### config.mk
export PLATFORM = sky130hd
export DESIGN_NAME = fixed_partition_fit_allocator
export DESIGN_NICKNAME = d
export VERILOG_FILES = /design/src/design/fpfa_pkg.sv /design/src/design/fixed_partition_fit_allocator.sv /design/src/design/fpfa_seq.sv
export SDC_FILE = /design/constraint.sdc
export NUM_CORES = 1
export LEC_CHECK = 0
export ABC_AREA = 0
export BUFFER_PORTS_ARGS = -buffer_cell sky130_fd_sc_hd__buf_4
export CORE_ASPECT_RATIO = 0.9
export CORE_MARGIN = 5
export CORE_UTILIZATION = 35
export DETAILED_ROUTE_END_ITERATION = 16
export PLACE_DENSITY = 0.56
export SYNTH_ARGS = -nofsm -noshare
export SYNTH_HDL_FRONTEND = slang
export SYNTH_HIERARCHICAL = 1
export SYNTH_SLANG_ARGS = --single-unit
export TNS_END_PERCENT = 5
### constraint.sdc
create_clock -name clock -period 5.3 [get_ports clock]
set_clock_uncertainty 0.15 [all_clocks]
set_input_delay 0.265 -clock clock [delete_from_list [all_inputs] [get_ports clock]]
set_output_delay 0.265 -clock clock [all_outputs]
set_load 0.02 [all_outputs]
### src/design/fpfa_pkg.sv
// Shared types, codes and the control program of the fixed-partition fit allocator.
`default_nettype none
package fpfa_pkg;

   // Defaults for the top-level parameters.
   localparam int MAX_PARTITIONS_DEF = 16;
   localparam int SIZE_BITS_DEF = 16;

   // Item modes.
   localparam logic [1:0] MODE_LOAD = 2'd0;
   localparam logic [1:0] MODE_REQUEST = 2'd1;
   localparam logic [1:0] MODE_FREE_ALL = 2'd2;

   // Fit strategies; the unused code behaves as first fit.
   localparam logic [1:0] STRAT_FIRST = 2'd0;
   localparam logic [1:0] STRAT_BEST = 2'd1;
   localparam logic [1:0] STRAT_WORST = 2'd2;

   // Configuration register indexes.
   localparam logic CSR_STRATEGY = 1'b0;
   localparam logic CSR_PART_COUNT = 1'b1;

   // Program steps. The four mode steps follow the idle step in mode order.
   localparam logic [2:0] STEP_IDLE = 3'd0;
   localparam logic [2:0] STEP_LOAD = 3'd1;
   localparam logic [2:0] STEP_SCAN = 3'd2;
   localparam logic [2:0] STEP_FREE = 3'd3;
   localparam logic [2:0] STEP_NOP = 3'd4;
   localparam logic [2:0] STEP_GRANT = 3'd5;
   localparam logic [2:0] STEP_EMIT = 3'd6;

   typedef struct packed {
      logic [1:0] mode;
      logic [3:0] partition_index;
      logic [15:0] size_value;
   } req_type;

   typedef struct packed {
      logic granted;
      logic [3:0] chosen_partition;
      logic [15:0] chosen_size;
      logic [7:0] request_number;
   } rsp_type;

   // Jump conditions of a control word.
   typedef enum logic [1:0] {
      COND_ALWAYS,
      COND_ACCEPT,
      COND_SCAN_END,
      COND_RSP_FREE
   } cond_type;

   // One control word of the program.
   typedef struct packed {
      logic ready;
      logic load_wr;
      logic scan;
      logic free_all;
      logic grant;
      logic emit;
      cond_type cond;
      logic [2:0] target;
   } ctrl_word_type;

   // Datapath status seen by the sequencer.
   typedef struct packed {
      logic accept;
      logic [1:0] mode;
      logic scan_end;
      logic rsp_free;
   } seq_status_type;

   // The control program. A word jumps to its target when its condition holds
   // and otherwise repeats; the accept condition adds the item's mode.
   function automatic ctrl_word_type prog_word(input logic [2:0] step);
      ctrl_word_type w;
      w = '{ready: 1'b0, load_wr: 1'b0, scan: 1'b0, free_all: 1'b0, grant: 1'b0,
            emit: 1'b0, cond: COND_ALWAYS, target: STEP_IDLE};
      case (step)
         STEP_IDLE: begin
            w.ready = 1'b1;
            w.cond = COND_ACCEPT;
            w.target = STEP_LOAD;
         end
         STEP_LOAD: begin
            w.load_wr = 1'b1;
            w.target = STEP_EMIT;
         end
         STEP_SCAN: begin
            w.scan = 1'b1;
            w.cond = COND_SCAN_END;
            w.target = STEP_GRANT;
         end
         STEP_FREE: begin
            w.free_all = 1'b1;
            w.target = STEP_EMIT;
         end
         STEP_NOP: begin
            w.target = STEP_EMIT;
         end
         STEP_GRANT: begin
            w.grant = 1'b1;
            w.target = STEP_EMIT;
         end
         STEP_EMIT: begin
            w.emit = 1'b1;
            w.cond = COND_RSP_FREE;
            w.target = STEP_IDLE;
         end
         default: begin
            w.target = STEP_IDLE;
         end
      endcase
      return w;
   endfunction

endpackage
`default_nettype wire

### src/design/fixed_partition_fit_allocator.sv
// Top level of the fixed-partition fit allocator: partition table, scan datapath, ports.
// A load, free-all or unused-mode word gives its result word without a scan; a request first
// scans up to partition_count entries, saturated at the table depth (first fit stops early).
// One word in flight: a new word is accepted only after the last one's result is registered.
// Reset clears the used flags, the request counter, the configuration and the output valid;
// sizes are not cleared.
`default_nettype none
module fixed_partition_fit_allocator #(
   parameter int MAX_PARTITIONS = fpfa_pkg::MAX_PARTITIONS_DEF,
   parameter int SIZE_BITS = fpfa_pkg::SIZE_BITS_DEF
) (
   input  wire logic             clock,
   input  wire logic             reset,
   input  wire logic             req_valid,
   output      logic             req_ready,
   input  wire fpfa_pkg::req_type req_data,
   output      logic             rsp_valid,
   input  wire logic             rsp_ready,
   output      fpfa_pkg::rsp_type rsp_data,
   input  wire logic             csr_we,
   input  wire logic             csr_index,
   input  wire logic [4:0]       csr_wdata
);

   localparam int IDX_W = (MAX_PARTITIONS > 1) ? $clog2(MAX_PARTITIONS) : 1;
   localparam int CNT_W = $clog2(MAX_PARTITIONS + 1);

   fpfa_pkg::ctrl_word_type  ctrl;
   fpfa_pkg::seq_status_type status;

   logic [1:0]            strategy_ff;
   logic [4:0]            part_count_ff;
   logic [3:0]            pidx_ff;
   logic [SIZE_BITS-1:0]  sval_ff;
   logic [SIZE_BITS-1:0]  size_mem [MAX_PARTITIONS];
   logic [SIZE_BITS-1:0]  rd_data_ff;
   logic [MAX_PARTITIONS-1:0] used_ff;
   logic [CNT_W-1:0]      cnt_ff;
   logic [CNT_W-1:0]      cnt_in;
   logic [IDX_W-1:0]      cnt_idx;
   logic [IDX_W-1:0]      pick_ff;
   logic [SIZE_BITS-1:0]  best_ff;
   logic                  found_ff;
   logic [7:0]            count_ff;
   logic [7:0]            count_in;
   logic [7:0]            num_ff;
   logic                  rsp_valid_ff;
   fpfa_pkg::rsp_type     rsp_ff;
   logic                  accept;
   logic                  load_ok;
   logic [IDX_W-1:0]      load_idx;
   logic [31:0]           eff_n;
   logic                  first_fit;
   logic                  scan_end;
   logic                  hit;
   logic                  better;
   logic                  rsp_free;

   // Configuration registers.
   always_ff @(posedge clock) begin
      if (reset) begin
         strategy_ff <= fpfa_pkg::STRAT_FIRST;
         part_count_ff <= '0;
      end else if (csr_we) begin
         case (csr_index)
            fpfa_pkg::CSR_STRATEGY:   strategy_ff <= csr_wdata[1:0];
            fpfa_pkg::CSR_PART_COUNT: part_count_ff <= csr_wdata;
            default:                  strategy_ff <= strategy_ff;
         endcase
      end
   end

   // Sequencer.
   fpfa_seq u_seq (
      .clock  (clock),
      .reset  (reset),
      .status (status),
      .ctrl   (ctrl)
   );

   assign req_ready = ctrl.ready;
   assign accept = req_valid && ctrl.ready;
   assign rsp_free = !rsp_valid_ff || rsp_ready;
   assign status = '{accept: accept, mode: req_data.mode, scan_end: scan_end,
                     rsp_free: rsp_free};

   // Item capture.
   always_ff @(posedge clock) begin
      if (accept) begin
         pidx_ff <= req_data.partition_index;
         sval_ff <= SIZE_BITS'(req_data.size_value);
      end
   end

   // Scan limit: the partition count saturates at the table depth.
   assign eff_n = (32'(part_count_ff) > 32'(MAX_PARTITIONS)) ? 32'(MAX_PARTITIONS)
                                                             : 32'(part_count_ff);
   assign first_fit = (strategy_ff != fpfa_pkg::STRAT_BEST) &&
                      (strategy_ff != fpfa_pkg::STRAT_WORST);
   assign scan_end = (32'(cnt_ff) >= eff_n) || (found_ff && first_fit);
   assign cnt_idx = cnt_ff[IDX_W-1:0];

   // Entry under the scan: free, large enough, and better than the pick so far.
   assign hit = !used_ff[cnt_idx] && (rd_data_ff >= sval_ff);
   assign better = !found_ff ||
                   ((strategy_ff == fpfa_pkg::STRAT_BEST) && (rd_data_ff < best_ff)) ||
                   ((strategy_ff == fpfa_pkg::STRAT_WORST) && (rd_data_ff > best_ff));

   // Scan counter; the table read is addressed with its next value, so the read data matches it.
   always_comb begin
      if (accept) begin
         cnt_in = '0;
      end else if (ctrl.scan && !scan_end) begin
         cnt_in = cnt_ff + 1'b1;
      end else begin
         cnt_in = cnt_ff;
      end
   end

   always_ff @(posedge clock) begin
      if (reset) begin
         cnt_ff <= '0;
      end else begin
         cnt_ff <= cnt_in;
      end
   end

   // Partition size table: one write port for loads, one registered read for the scan.
   assign load_ok = 32'(pidx_ff) < 32'(MAX_PARTITIONS);
   assign load_idx = IDX_W'(pidx_ff);

   always_ff @(posedge clock) begin
      if (ctrl.load_wr && load_ok) begin
         size_mem[load_idx] <= sval_ff;
      end
      rd_data_ff <= size_mem[cnt_in[IDX_W-1:0]];
   end

   // Best candidate so far.
   always_ff @(posedge clock) begin
      if (reset) begin
         found_ff <= 1'b0;
      end else if (accept) begin
         found_ff <= 1'b0;
      end else if (ctrl.scan && !scan_end && hit && better) begin
         found_ff <= 1'b1;
      end
   end

   always_ff @(posedge clock) begin
      if (ctrl.scan && !scan_end && hit && better) begin
         pick_ff <= cnt_idx;
         best_ff <= rd_data_ff;
      end
   end

   // Used flags.
   always_ff @(posedge clock) begin
      if (reset) begin
         used_ff <= '0;
      end else if (ctrl.free_all) begin
         used_ff <= '0;
      end else if (ctrl.load_wr && load_ok) begin
         used_ff[load_idx] <= 1'b0;
      end else if (ctrl.grant && found_ff) begin
         used_ff[pick_ff] <= 1'b1;
      end
   end

   // Request counter and the number reported for the current item.
   always_comb begin
      if (ctrl.free_all) begin
         count_in = '0;
      end else if (ctrl.grant) begin
         count_in = count_ff + 8'd1;
      end else begin
         count_in = count_ff;
      end
   end

   always_ff @(posedge clock) begin
      if (reset) begin
         count_ff <= '0;
      end else begin
         count_ff <= count_in;
      end
   end

   always_ff @(posedge clock) begin
      if (accept) begin
         num_ff <= (req_data.mode == fpfa_pkg::MODE_FREE_ALL) ? 8'd0 : count_ff;
      end
   end

   // Output word register.
   always_ff @(posedge clock) begin
      if (reset) begin
         rsp_valid_ff <= 1'b0;
      end else if (ctrl.emit && rsp_free) begin
         rsp_valid_ff <= 1'b1;
      end else if (rsp_ready) begin
         rsp_valid_ff <= 1'b0;
      end
   end

   always_ff @(posedge clock) begin
      if (ctrl.emit && rsp_free) begin
         rsp_ff.granted <= found_ff;
         rsp_ff.chosen_partition <= found_ff ? 4'(pick_ff) : 4'd0;
         rsp_ff.chosen_size <= found_ff ? 16'(best_ff) : 16'd0;
         rsp_ff.request_number <= num_ff;
      end
   end

   assign rsp_valid = rsp_valid_ff;
   assign rsp_data = rsp_ff;

   // The granted partition was free when it was taken.
   a_grant_free: assert property (@(posedge clock) disable iff (reset)
      (ctrl.grant && found_ff) |-> !used_ff[pick_ff])
      else $error("granted partition already in use");

   // The granted partition is marked used afterwards.
   a_grant_marks: assert property (@(posedge clock) disable iff (reset)
      (ctrl.grant && found_ff) |=> used_ff[$past(pick_ff)])
      else $error("granted partition not marked used");

   // Every request takes exactly one request number.
   a_count_step: assert property (@(posedge clock) disable iff (reset)
      ctrl.grant |=> (count_ff == 8'($past(count_ff) + 8'd1)))
      else $error("request counter did not advance by one");

   // The scan never runs past the table.
   a_scan_bound: assert property (@(posedge clock) disable iff (reset)
      ctrl.scan |-> (32'(cnt_ff) <= 32'(MAX_PARTITIONS)))
      else $error("scan counter beyond table depth");

endmodule
`default_nettype wire

### src/design/fpfa_seq.sv
// Step counter and control program sequencer of the fit allocator.
`default_nettype none
module fpfa_seq (
   input  wire logic                    clock,
   input  wire logic                    reset,
   input  wire fpfa_pkg::seq_status_type status,
   output      fpfa_pkg::ctrl_word_type  ctrl
);

   logic [2:0] step_ff;
   logic [2:0] step_in;
   logic       take;

   // Control word of the current step.
   assign ctrl = fpfa_pkg::prog_word(step_ff);

   // Jump condition of the current word.
   always_comb begin
      case (ctrl.cond)
         fpfa_pkg::COND_ALWAYS:   take = 1'b1;
         fpfa_pkg::COND_ACCEPT:   take = status.accept;
         fpfa_pkg::COND_SCAN_END: take = status.scan_end;
         fpfa_pkg::COND_RSP_FREE: take = status.rsp_free;
         default:                 take = 1'b1;
      endcase
   end

   // Dispatch on the mode when an item is taken, otherwise jump or repeat.
   always_comb begin
      if (!take) begin
         step_in = step_ff;
      end else if (ctrl.cond == fpfa_pkg::COND_ACCEPT) begin
         step_in = ctrl.target + {1'b0, status.mode};
      end else begin
         step_in = ctrl.target;
      end
   end

   always_ff @(posedge clock) begin
      if (reset) begin
         step_ff <= fpfa_pkg::STEP_IDLE;
      end else begin
         step_ff <= step_in;
      end
   end

endmodule
`default_nettype wire

==> results.toml <==
[floorplan]
core-area_sq_um = 45500
die_height_um = 213
fp.dieArea_sq_um = 50300
initial_core_util_pct = 35.4
fp.dieW_um = 236
rows = 74
ioPinCount = 64

[clocking]
cts_root_buffer = "clkbuf_16"
cts_tree = "built"
clk_pin_slew_worst_paths_ns = 0.06
cts_buffers = 43
htree_levels = 2
clk_latency_ns = 0.57
clockBufferDepth = 3
post_cts_buffers = 0
cts_resized = 0
postCtsHoldBufs = 42
cts_sinks = 390

[routing]
via_count = 9656
post-route-drc-count = 0
drtIter0Drc = 912
drt_pass1_iterations = 7
drt-total-wl_um = 38600
wl_per_cell_um = 20.2
postRouteAntennaNets = 0
viasPerCell = 5.04

[global_routing]
grt.overflow.total = 0
grt_pass1_wl_um = 58400
grt_pass1_vias = 9386
track_usage_pct = 15.2
grt_antenna_before_repair = 1
grt_max_degree = 57

[timing]
grt_setup_unrepaired = "no"
worstMarginPinSlew_ns = 1.35
finalSetupViolCount = 0
fmax_ghz = 0.242
finalCritPeriodShare_pct = 78.1
slew_viol_final = 0
slew_headroom_pct = 9.57
layout_min_cycle_time_ns = 4.14
finalHoldViolCount = 0
fin_tns_setup_ns = 0

[logic_synthesis]
syn_area_sq_um = 16100
netlist_instances = 1136
post_synth.cell_area_avg_sq_um = 14.2
syn_nets = 1212
ys_warn_count = 6

[placed_design]
dpl_cell_area_sq_um = 17300
dp_hpwl_um = 23700
port_buffers = 63
place_congestion = 0.784

[critical_path]
rr_worst_depth = 10
worst-path-max-fanout = 19
endpoint_kind = "register"
arrival_ns = 4.45
crit_type = "reg2reg"
cp.required_ns = 5.61
startpoint_type = "register"

[cells_and_area]
mostFrequentLayoutCell = "edfxtp_1"
drive_gt1_share_pct = 16.4
final_nets = 1349
areaGrowthSynthToFinish_pct = 18.7
fin_area_sq_um = 19100
mostFrequentLayoutCells = "333 x edfxtp_1, 169 x nand2_1, 94 x buf_4"
diodes = 0

[outcome]
status = "complete, no violations"

[power]
p_leak_nw = 6.94
vdd_ir_drop_max_mv = 0.179
power_density_nw_per_um2 = 410

[min_path]
min_path_cells = 4
hp-class = "in2reg"

[flow_run]
max_cap_viol_count = 0
## registers in the layout, indices dropped and copies added, names as in the netlist
register	count
size_mem	256
rsp_data	29
best_ff	16
rd_data_ff	16
sval_ff	16
used_ff	16
count_ff	8
num_ff	8
cnt_ff	5
part_count_ff	5
load_idx	4
pick_ff	4
u_seq/step_ff	3
strategy_ff	2
found_ff	1
rsp_valid	1
## path summary, 6_finish.rpt
check | from | slack [ns] | to
max | cnt_ff[0] | 1.16 | rd_data_ff[0]
min | req_data[20] | 0.08 | u_seq/step_ff[0]
max reg2reg | cnt_ff[0] | 1.16 | rd_data_ff[0]
min reg2reg | num_ff[1] | 0.26 | rsp_data[1]
## critical path: stages (launching register included)
cell,delay (ns)
dfxtp_1,0.59
inv_1,0.13
ha_1,0.31
nand2b_1,0.13
a31oi_1,0.28
a21o_1,0.59
mux2i_4,0.97
buf_4,0.33
mux2i_1,0.23
a32oi_1,0.08
and4_1,0.25
## routing by layer
layer,global-route usage (%),up-vias,share of wire (%)
met5,0,-,0
met4,4.30,0,2.0
met3,2.64,62,6.0
met2,23.8,268,46
met1,22.1,4794,46
li1,-,4532,-
## per-stage QoR
step / setup slack (ns) / cells / utilization (%) / total power, mW / hold WS (ns)
global placement: 1.19 / 1793 / 38.0 / 4.96 / 0.255
global route: 0.826 / 1914 / 42.0 / 8.18 / 0.0854
floorplan: 1.32 / 1136 / - / 4.57 / 0.181
detailed placement: 1.13 / 1794 / 38.1 / 4.98 / 0.258
CTS: 1.13 / 1914 / 42.0 / 7.92 / 0.0518
finish: 1.16 / 1914 / 42.0 / 7.82 / 0.0801
## final cells by class
| type | count | area (sq um) |
|---|---|---|
| fillers | 4124 | 26400 |
| flip-flops and latches | 390 | 11100 |
| multi-input cells | 647 | 4410 |
| repair buffers | 141 | 1220 |
| clock buffers | 55 | 1160 |
| well taps | 608 | 761 |
| clock inverters | 23 | 210 |
| inverters | 50 | 188 |
## power breakdown
group | switching, mW | internal, mW | total, mW
Clock | 1.20 | 1.70 | 2.90
Combinational | 0.669 | 0.411 | 1.08
Sequential | 0.192 | 3.65 | 3.84
Power figures use the tool's default switching activity.
